===== src/hw/rtl/mpt_pkg.sv =====
// Shared types and constants for the mouse packet tracker.
package mpt_pkg;

   localparam int unsigned CountWidth = 32;
   localparam int unsigned ScaleWidth = 16;
   localparam int unsigned HoldWidth  = 16;
   localparam int unsigned ByteWidth  = 8;
   localparam int unsigned CsrIdxWidth = 3;

   // Configuration register indexes
   localparam logic [CsrIdxWidth-1:0] CsrInvertY  = 3'd0;
   localparam logic [CsrIdxWidth-1:0] CsrScaleQ16 = 3'd1;
   localparam logic [CsrIdxWidth-1:0] CsrCenterX  = 3'd2;
   localparam logic [CsrIdxWidth-1:0] CsrCenterY  = 3'd3;
   localparam logic [CsrIdxWidth-1:0] CsrHoldLen  = 3'd4;

   // Register values after reset
   localparam logic                         ResetInvertY = 1'b0;
   localparam logic [ScaleWidth-1:0]        ResetScale   = 16'd5459;
   localparam logic signed [CountWidth-1:0] ResetCenterX = 32'sd7683;
   localparam logic signed [CountWidth-1:0] ResetCenterY = 32'sd4321;
   localparam logic [HoldWidth-1:0]         ResetHoldLen = 16'd1000;

   // Status byte bits
   localparam int unsigned StatusLeftBit = 0;
   localparam int unsigned StatusXSign   = 4;
   localparam int unsigned StatusYSign   = 5;

   // Scaled magnitude of one axis, sign kept apart until the output stage
   typedef struct packed {
      logic                  neg;
      logic [CountWidth-1:0] mag;
   } scaled_type;

endpackage


===== src/hw/rtl/mouse_packet_tracker.sv =====
// Mouse packet tracker: poll stream in, scaled position and stretched button out.
//
// One item per poll; one result item per poll, in order. Throughput is one item
// per clock while the result side keeps accepting. The counter update
// (recenter, 9-bit delta, saturating add, button edge and hold countdown)
// happens at acceptance into the counter stage, the next stage does the 32x16
// sign-magnitude multiply, and the last stage restores the sign into the
// output register. Each stage moves forward whenever the one after it is
// empty or draining, so bubbles are squeezed out and new items are taken while
// a finished result waits. The position counters are the first stage's
// payload, so they change only when an item is accepted. Configuration writes
// are always accepted and take effect on the next item; write them only while
// the pipeline is empty.
module mouse_packet_tracker (
   input  logic        clock,
   input  logic        reset,
   // Input items
   input  logic        req_tvalid,
   output logic        req_tready,
   // [0] packet_valid, [1] recenter, [9:2] status_byte, [17:10] dx_byte,
   // [25:18] dy_byte, [31:26] zero
   input  logic [31:0] req_tdata,
   // Result items
   output logic        rsp_tvalid,
   input  logic        rsp_tready,
   // [31:0] pos_x, [63:32] pos_y, [64] button_held, [71:65] zero
   output logic [71:0] rsp_tdata,
   // Configuration writes
   input  logic        csr_valid,
   output logic        csr_ready,
   input  logic [mpt_pkg::CsrIdxWidth-1:0] csr_index,
   input  logic [31:0] csr_data
);

   localparam int unsigned CW = mpt_pkg::CountWidth;
   localparam int unsigned HW = mpt_pkg::HoldWidth;
   localparam int unsigned SumWidth = CW + 2;

   // Clamp limits of a position counter, widened to the sum
   localparam logic signed [SumWidth-1:0] SumMax = SumWidth'(32'sh7FFF_FFFF);
   localparam logic signed [SumWidth-1:0] SumMin = SumWidth'(32'sh8000_0000);

   // Configuration registers
   logic                         flip_y_ff;
   logic [mpt_pkg::ScaleWidth-1:0] scale_ff;
   logic signed [CW-1:0]         center_x_ff;
   logic signed [CW-1:0]         center_y_ff;
   logic [HW-1:0]                hold_len_ff;

   // Tracker state, also the payload of the first stage
   logic signed [CW-1:0] count_x_ff, count_x_in;
   logic signed [CW-1:0] count_y_ff, count_y_in;
   logic                 was_down_ff, was_down_in;
   logic [HW-1:0]        hold_left_ff, hold_left_in;
   logic                 s1_held_ff, s1_held_in;
   logic                 s1_v_ff;

   // Second stage
   mpt_pkg::scaled_type  s2_x_ff, s2_y_ff, sc_x, sc_y;
   logic                 s2_held_ff;
   logic                 s2_v_ff;

   // Output register
   logic signed [CW-1:0] pos_x_ff, pos_y_ff;
   logic                 held_ff;
   logic                 out_v_ff;

   // Input fields
   logic                 in_pkt, in_recenter;
   logic [7:0]           in_status, in_dx, in_dy;

   logic                 req_fire, out_free, s2_free, s1_free;

   logic signed [CW-1:0]       base_x, base_y;
   logic signed [9:0]          dx_delta, dy_delta;
   logic signed [SumWidth-1:0] sum_x, sum_y;
   logic [HW-1:0]              hold_loaded;

   assign in_pkt      = req_tdata[0];
   assign in_recenter = req_tdata[1];
   assign in_status   = req_tdata[9:2];
   assign in_dx       = req_tdata[17:10];
   assign in_dy       = req_tdata[25:18];

   // Handshakes: a stage takes a new item when empty or when it hands its own on
   assign out_free   = !out_v_ff || rsp_tready;
   assign s2_free    = !s2_v_ff || out_free;
   assign s1_free    = !s1_v_ff || s2_free;
   assign req_tready = s1_free;
   assign req_fire   = req_tvalid && s1_free;
   assign csr_ready  = 1'b1;

   // Counter update for the item being accepted
   always_comb begin
      base_x   = in_recenter ? center_x_ff : count_x_ff;
      base_y   = in_recenter ? center_y_ff : count_y_ff;
      dx_delta = '0;
      dy_delta = '0;
      if (in_pkt) begin
         dx_delta = {{1{in_status[mpt_pkg::StatusXSign]}},
                     in_status[mpt_pkg::StatusXSign], in_dx};
         dy_delta = {{1{in_status[mpt_pkg::StatusYSign]}},
                     in_status[mpt_pkg::StatusYSign], in_dy};
      end
      // Flip vertical movement before accumulation; 10 bits hold +256
      if (flip_y_ff) begin
         dy_delta = -dy_delta;
      end
      sum_x = SumWidth'(base_x) + SumWidth'(dx_delta);
      sum_y = SumWidth'(base_y) + SumWidth'(dy_delta);

      // Clamp to the 32-bit signed range
      if (sum_x > SumMax) begin
         count_x_in = 32'sh7FFF_FFFF;
      end else if (sum_x < SumMin) begin
         count_x_in = 32'sh8000_0000;
      end else begin
         count_x_in = sum_x[CW-1:0];
      end
      if (sum_y > SumMax) begin
         count_y_in = 32'sh7FFF_FFFF;
      end else if (sum_y < SumMin) begin
         count_y_in = 32'sh8000_0000;
      end else begin
         count_y_in = sum_y[CW-1:0];
      end

      // Left button: load the hold counter on a press edge, then count down
      hold_loaded = hold_left_ff;
      was_down_in = was_down_ff;
      if (in_pkt) begin
         if (in_status[mpt_pkg::StatusLeftBit] && !was_down_ff) begin
            hold_loaded = hold_len_ff;
         end
         was_down_in = in_status[mpt_pkg::StatusLeftBit];
      end
      s1_held_in   = (hold_loaded != '0);
      hold_left_in = s1_held_in ? (hold_loaded - 1'b1) : hold_loaded;
   end

   mpt_scale u_scale_x (
      .count  (count_x_ff),
      .scale  (scale_ff),
      .result (sc_x)
   );

   mpt_scale u_scale_y (
      .count  (count_y_ff),
      .scale  (scale_ff),
      .result (sc_y)
   );

   // Configuration registers
   always_ff @(posedge clock) begin
      if (reset) begin
         flip_y_ff   <= mpt_pkg::ResetInvertY;
         scale_ff    <= mpt_pkg::ResetScale;
         center_x_ff <= mpt_pkg::ResetCenterX;
         center_y_ff <= mpt_pkg::ResetCenterY;
         hold_len_ff <= mpt_pkg::ResetHoldLen;
      end else if (csr_valid) begin
         unique case (csr_index)
            mpt_pkg::CsrInvertY:  flip_y_ff   <= csr_data[0];
            mpt_pkg::CsrScaleQ16: scale_ff    <= csr_data[mpt_pkg::ScaleWidth-1:0];
            mpt_pkg::CsrCenterX:  center_x_ff <= csr_data;
            mpt_pkg::CsrCenterY:  center_y_ff <= csr_data;
            mpt_pkg::CsrHoldLen:  hold_len_ff <= csr_data[HW-1:0];
            default: begin
               // drop writes to unused indexes
            end
         endcase
      end
   end

   // Tracker state and first stage
   always_ff @(posedge clock) begin
      if (reset) begin
         count_x_ff   <= '0;
         count_y_ff   <= '0;
         was_down_ff  <= 1'b0;
         hold_left_ff <= '0;
         s1_v_ff      <= 1'b0;
      end else begin
         if (req_fire) begin
            count_x_ff   <= count_x_in;
            count_y_ff   <= count_y_in;
            was_down_ff  <= was_down_in;
            hold_left_ff <= hold_left_in;
         end
         if (s1_free) begin
            s1_v_ff <= req_tvalid;
         end
      end
   end

   always_ff @(posedge clock) begin
      if (req_fire) begin
         s1_held_ff <= s1_held_in;
      end
   end

   // Multiply stage
   always_ff @(posedge clock) begin
      if (reset) begin
         s2_v_ff <= 1'b0;
      end else if (s2_free) begin
         s2_v_ff <= s1_v_ff;
      end
   end

   always_ff @(posedge clock) begin
      if (s2_free && s1_v_ff) begin
         s2_x_ff    <= sc_x;
         s2_y_ff    <= sc_y;
         s2_held_ff <= s1_held_ff;
      end
   end

   // Output register: restore the sign, which truncates toward zero
   always_ff @(posedge clock) begin
      if (reset) begin
         out_v_ff <= 1'b0;
      end else if (out_free) begin
         out_v_ff <= s2_v_ff;
      end
   end

   always_ff @(posedge clock) begin
      if (out_free && s2_v_ff) begin
         pos_x_ff <= s2_x_ff.neg ? -s2_x_ff.mag : s2_x_ff.mag;
         pos_y_ff <= s2_y_ff.neg ? -s2_y_ff.mag : s2_y_ff.mag;
         held_ff  <= s2_held_ff;
      end
   end

   assign rsp_tvalid = out_v_ff;
   assign rsp_tdata  = {7'd0, held_ff, pos_y_ff, pos_x_ff};

   // Counters move only when an item is accepted
   a_count_hold: assert property (@(posedge clock) disable iff (reset)
      !req_fire |=> $stable(count_x_ff) && $stable(count_y_ff))
      else $error("position counters changed without an accepted item");

   // Hold counter only changes on an accepted item
   a_hold_stable: assert property (@(posedge clock) disable iff (reset)
      !req_fire |=> $stable(hold_left_ff))
      else $error("hold counter changed without an accepted item");

   // An item with neither packet nor recenter leaves the counters alone
   a_no_move: assert property (@(posedge clock) disable iff (reset)
      req_fire && !in_pkt && !in_recenter |=> $stable(count_x_ff) && $stable(count_y_ff))
      else $error("counters moved on an empty poll");

   // A blocked first stage keeps its item
   a_s1_keep: assert property (@(posedge clock) disable iff (reset)
      s1_v_ff && !s2_free |=> s1_v_ff)
      else $error("first stage lost an item while stalled");

endmodule


===== src/hw/rtl/mpt_scale.sv =====
// Sign-magnitude scaling of one position counter by a Q0.16 fraction.
module mpt_scale (
   input  logic signed [mpt_pkg::CountWidth-1:0] count,
   input  logic        [mpt_pkg::ScaleWidth-1:0] scale,
   output mpt_pkg::scaled_type                   result
);

   logic [mpt_pkg::CountWidth-1:0]                      mag;
   logic [mpt_pkg::CountWidth+mpt_pkg::ScaleWidth-1:0] prod;

   // Magnitude of the most negative count is 2^31, still fits unsigned
   assign mag  = count[mpt_pkg::CountWidth-1] ? (~count + 1'b1) : count;
   assign prod = mag * scale;

   always_comb begin
      result.neg = count[mpt_pkg::CountWidth-1];
      result.mag = prod[mpt_pkg::CountWidth+mpt_pkg::ScaleWidth-1:mpt_pkg::ScaleWidth];
   end

endmodule

===== config.mk =====
export PLATFORM = sky130hd
export DESIGN_NAME = mouse_packet_tracker
export DESIGN_NICKNAME = d
export VERILOG_FILES = /design/src/hw/rtl/mpt_pkg.sv /design/src/hw/rtl/mouse_packet_tracker.sv /design/src/hw/rtl/mpt_scale.sv
export SDC_FILE = /design/constraint.sdc
export NUM_CORES = 2
export LEC_CHECK = 0
export ABC_AREA = 1
export ABC_CLOCK_PERIOD_IN_PS = 9400
export BUFFER_PORTS_ARGS = -buffer_cell sky130_fd_sc_hd__buf_2
export CAP_MARGIN = 20
export CORE_UTILIZATION = 45
export CTS_BUF_LIST = sky130_fd_sc_hd__clkbuf_16
export CTS_CLUSTER_DIAMETER = 150
export CTS_CLUSTER_SIZE = 20
export DETAILED_ROUTE_END_ITERATION = 8
export GPL_ROUTABILITY_DRIVEN = 0
export SLEW_MARGIN = 5
export SYNTH_ARGS = -nofsm -noshare
export SYNTH_HDL_FRONTEND = slang
export SYNTH_SLANG_ARGS = --single-unit

===== constraint.sdc =====
create_clock -name clock -period 9.4 [get_ports clock]
set_input_delay 0.94 -clock clock [delete_from_list [all_inputs] [get_ports clock]]
set_output_delay 0.94 -clock clock [all_outputs]
set_load 0.005 [all_outputs]

==> run_results.csv <==
group,metric,value,unit
status,run_status,"complete, no violations",
die,core_area,115000,um^2
clocking,cts-root-buf,"clkbuf_16",
die,ios,147,
sta,rsz0062_at_grt,"no",
clocking,clk_pin_slew,0.09,ns
hold_path,min_path_type,"flop to flop",
sta,worst_slew_pin_slew,1.14,ns
sta,setup-violations-final,0,
die,initial_core_util,45.7,%
grt,grt-ovfl-total,0,
die,row_count,124,
grt,grt_pass1_wl,255,mm
clocking,cts_tree,"yes",
worst_setup_path,required,9.72,ns
layout,postLayoutCoreUtil,47.9,%
clocking,cts_sinks,314,
logic_synthesis,ys_ff_latch,314,
clocking,ctsHoldBuffers,0,
logic_synthesis,synth_flop_cell,"dfxtp_1",
sta,finalClockSkew,0.0365,ns
logic_synthesis,syn_avg_cell_area,7.36,um^2
layout,fillers,11700,
sta,finalCriticalPeriod,8.07,ns
detailed_routing,vias_per_cell,5.29,
worst_setup_path,crit_path_start_kind,"flop",
grt,grt_max_degree,89,
worst_setup_path,crit_fanout,11,
clocking,cts-buffers-inserted,20,
sta,timing.final.max_slew_violations,0,
logic_synthesis,synth_edf_count,133,
logic_synthesis,yosysSeqAreaShare,14.5,%
detailed_routing,drtAntennaViolNets,0,
die,die_height,344,um
grt,grt_pass1_vias,45900,
layout,multi_input_area,38500,um^2
detailed_routing,route.detailed.drc,0,
sta,max_freq,124,MHz
worst_setup_path,crit_arrival,8.39,ns
worst_setup_path,cp_slowest_cell,"fa_1",
layout,area_growth_syn_to_layout,4.88,%
grt,met2_usage,43.3,%
detailed_routing,wl_per_cell,18.8,um
clocking,h-tree-depth,1,
sta,hold_viol_final,0,
layout,fin_nets,8313,
layout,ff_latch_area,7630,um^2
layout,drive_gt1_share,4.08,%
logic_synthesis,synth_top_area_share,31.9,%
worst_setup_path,path_common_cell,"inv_1",
placed_design,numPortBuffers,127,
clocking,clockBufferDepth,3,
detailed_routing,drtIter0Drc,3622,
grt,use_met1,39.5,%
flow_run,maxCapViolCount,0,
logic_synthesis,synth_area_leaders,"fa_1 (32%), nand2_1 (12%), inv_1 (10%), edfxtp_1 (7.6%), ha_1 (7.2%)",
grt,busiest_layer,"met2",
detailed_routing,drt-total-wl,162,mm
logic_synthesis,synth_area_leader_cell,"fa_1",
clocking,cts_post_setup_buffers_inserted,0,
worst_setup_path,end_kind,"flop",
worst_setup_path,slowest_delay,0.53,ns
die,dieArea,118000,um^2
logic_synthesis,syn_area,52500,um^2
logic_synthesis,yosysUniqueCellTypes,49,
clocking,clk_latency,0.60,ns
grt,antenna_found_initial,3,
logic_synthesis,yosysWarningCount,0,
placed_design,hpwl,129,mm
sta,fin_tns_setup,0,ns
logic_synthesis,synth_common_cells,"nand2_1 (1717), inv_1 (1420), nor2_1 (903)",
grt,grt_util_met3,5.01,%
detailed_routing,vias,45600,
grt,grt_use_total,27.8,%
logic_synthesis,synth_most_common_cell,"nand2_1",
logic_synthesis,async_flop_share,0,%
sta,finalCritPeriodShare,85.9,%
logic_synthesis,syn_inst,7136,
die,die_w,344,um
clocking,cts_resized,0,
worst_setup_path,criticalPathCategory,"flop to flop",
detailed_routing,firstDrtPassIters,6,
sta,max_slew_margin,23.3,%
## layer usage
layer  share of wire (%)  vias up
li1                    -    21400
met1                  45    22200
met2                  43     1731
met3                 8.7      222
met4                 3.2        4
met5               0.080        -
## logic make-up (layout without fill, tap and decap cells)
group                    count (synthesis)  in the layout  share of synthesized area [%]
AO/OA/AOI/OAI                          725            725                           7.51
XOR/XNOR                               181            181                           3.03
adder cells (fa/ha/maj)               1140           1140                           39.1
buffers and inverters                 1701           1664                           12.4
flip-flops                             314            314                           14.5
other                                    2             11                         0.0143
AND/OR/NAND/NOR                       3073           3073                           23.5
## critical path, delay by kind of cell, from the launching register on
family / cells / cell delay (ns)
adders and majority gates: 8 / 3.69
xor gates and xnor gates: 2 / 0.36
DFF: 1 / 0.31
buffers and inverters: 8 / 1.17
AOI/OAI and AO/OA: 3 / 0.73
and+or+nand+nor: 9 / 1.54
## cells in the final DEF (no fill, tap or decap), types with 7 or more instances in the layout
cell       synthesis  final
nor2_1           903    903
edfxtp_1         133    133
clkbuf_16          0     20
nor3_1            61     61
xnor2_1           30     30
nor4_1            13     13
o21a_1            13     13
nand3_1          286    286
or2_2             13     13
conb_1             2      8
a21o_1            21     21
ha_1             304    304
nor2_2             8      8
o21ai_1           10     10
nand4_1           31     31
a21oi_1          268    265
nand3b_1           8      8
o21ai_0          314    314
dfxtp_1          181    171
nand2_1         1717   1717
buf_4             15     67
xor2_1           150    150
inv_1           1420   1417
a31oi_1           21     21
buf_2             33    126
a21boi_0           9      9
clkinv_1          17     17
fa_1             836    836
o21bai_1          37     37
o31ai_1            7      7
dfxtp_2            0     10
inv_2              8     11
o211ai_1          17     17
## metrics by stage
stage | instances | instance area [um^2] | worst slack [ns] | hold slack (ns)
final | 8620 | 55100 | 1.33 | 0.428
after global routing | 8618 | 55100 | 0.960 | 0.450
after CTS | 8617 | 55100 | 1.45 | 0.430
after detailed placement | 8591 | 54500 | 1.49 | 0.408
after global placement | 8591 | 54500 | 1.59 | 0.404
after floorplan | 7142 | 52600 | 2.69 | 0.400
## layout make-up
| class | instances | share of cell area, % |
|---|---|---|
| Inverter | 1445 | 9.85 |
| Sequential cell | 314 | 13.8 |
| Timing Repair Buffer | 193 | 2.06 |
| Clock inverter | 6 | 0.0999 |
| Multi-Input combinational cell | 5127 | 69.8 |
| Clock buffer | 20 | 0.908 |
| Tap cell | 1512 | 3.43 |
| Antenna cell | 3 | 0.0136 |
## flip-flops by register name, summed over array words and instances (netlist names)
| signal | count |
|---|---|
| was_down_ff | 1 |
| count_x_ff | 32 |
| s2_v_ff | 1 |
| s1_v_ff | 1 |
| rsp_tvalid | 1 |
| s2_y_ff | 33 |
| s2_x_ff | 33 |
| hold_len_ff | 16 |
| held_ff | 1 |
| count_y_ff | 32 |
| hold_left_ff | 16 |
| scale_ff | 16 |
| flip_y_ff | 1 |
| s2_held_ff | 1 |
| center_x_ff | 32 |
| center_y_ff | 32 |
| pos_x_ff | 32 |
| pos_y_ff | 32 |
| s1_held_ff | 1 |
## worst paths after layout
kind,cells after the start,slack (ns),endpoint,from
worst max-delay path,30,1.33,s2_x_ff[24]$_DFFE_PP_,count_x_ff[1]$_SDFFE_PP0P_
worst min-delay path,0,0.43,held_ff$_DFFE_PP_,s2_held_ff$_DFFE_PP_
worst max register to register,30,1.33,s2_x_ff[24]$_DFFE_PP_,count_x_ff[1]$_SDFFE_PP0P_
worst min register to register,0,0.43,held_ff$_DFFE_PP_,s2_held_ff$_DFFE_PP_
Power is not shown: default switching activity piles up to over one toggle a cycle in this logic, so the estimate is an artifact.
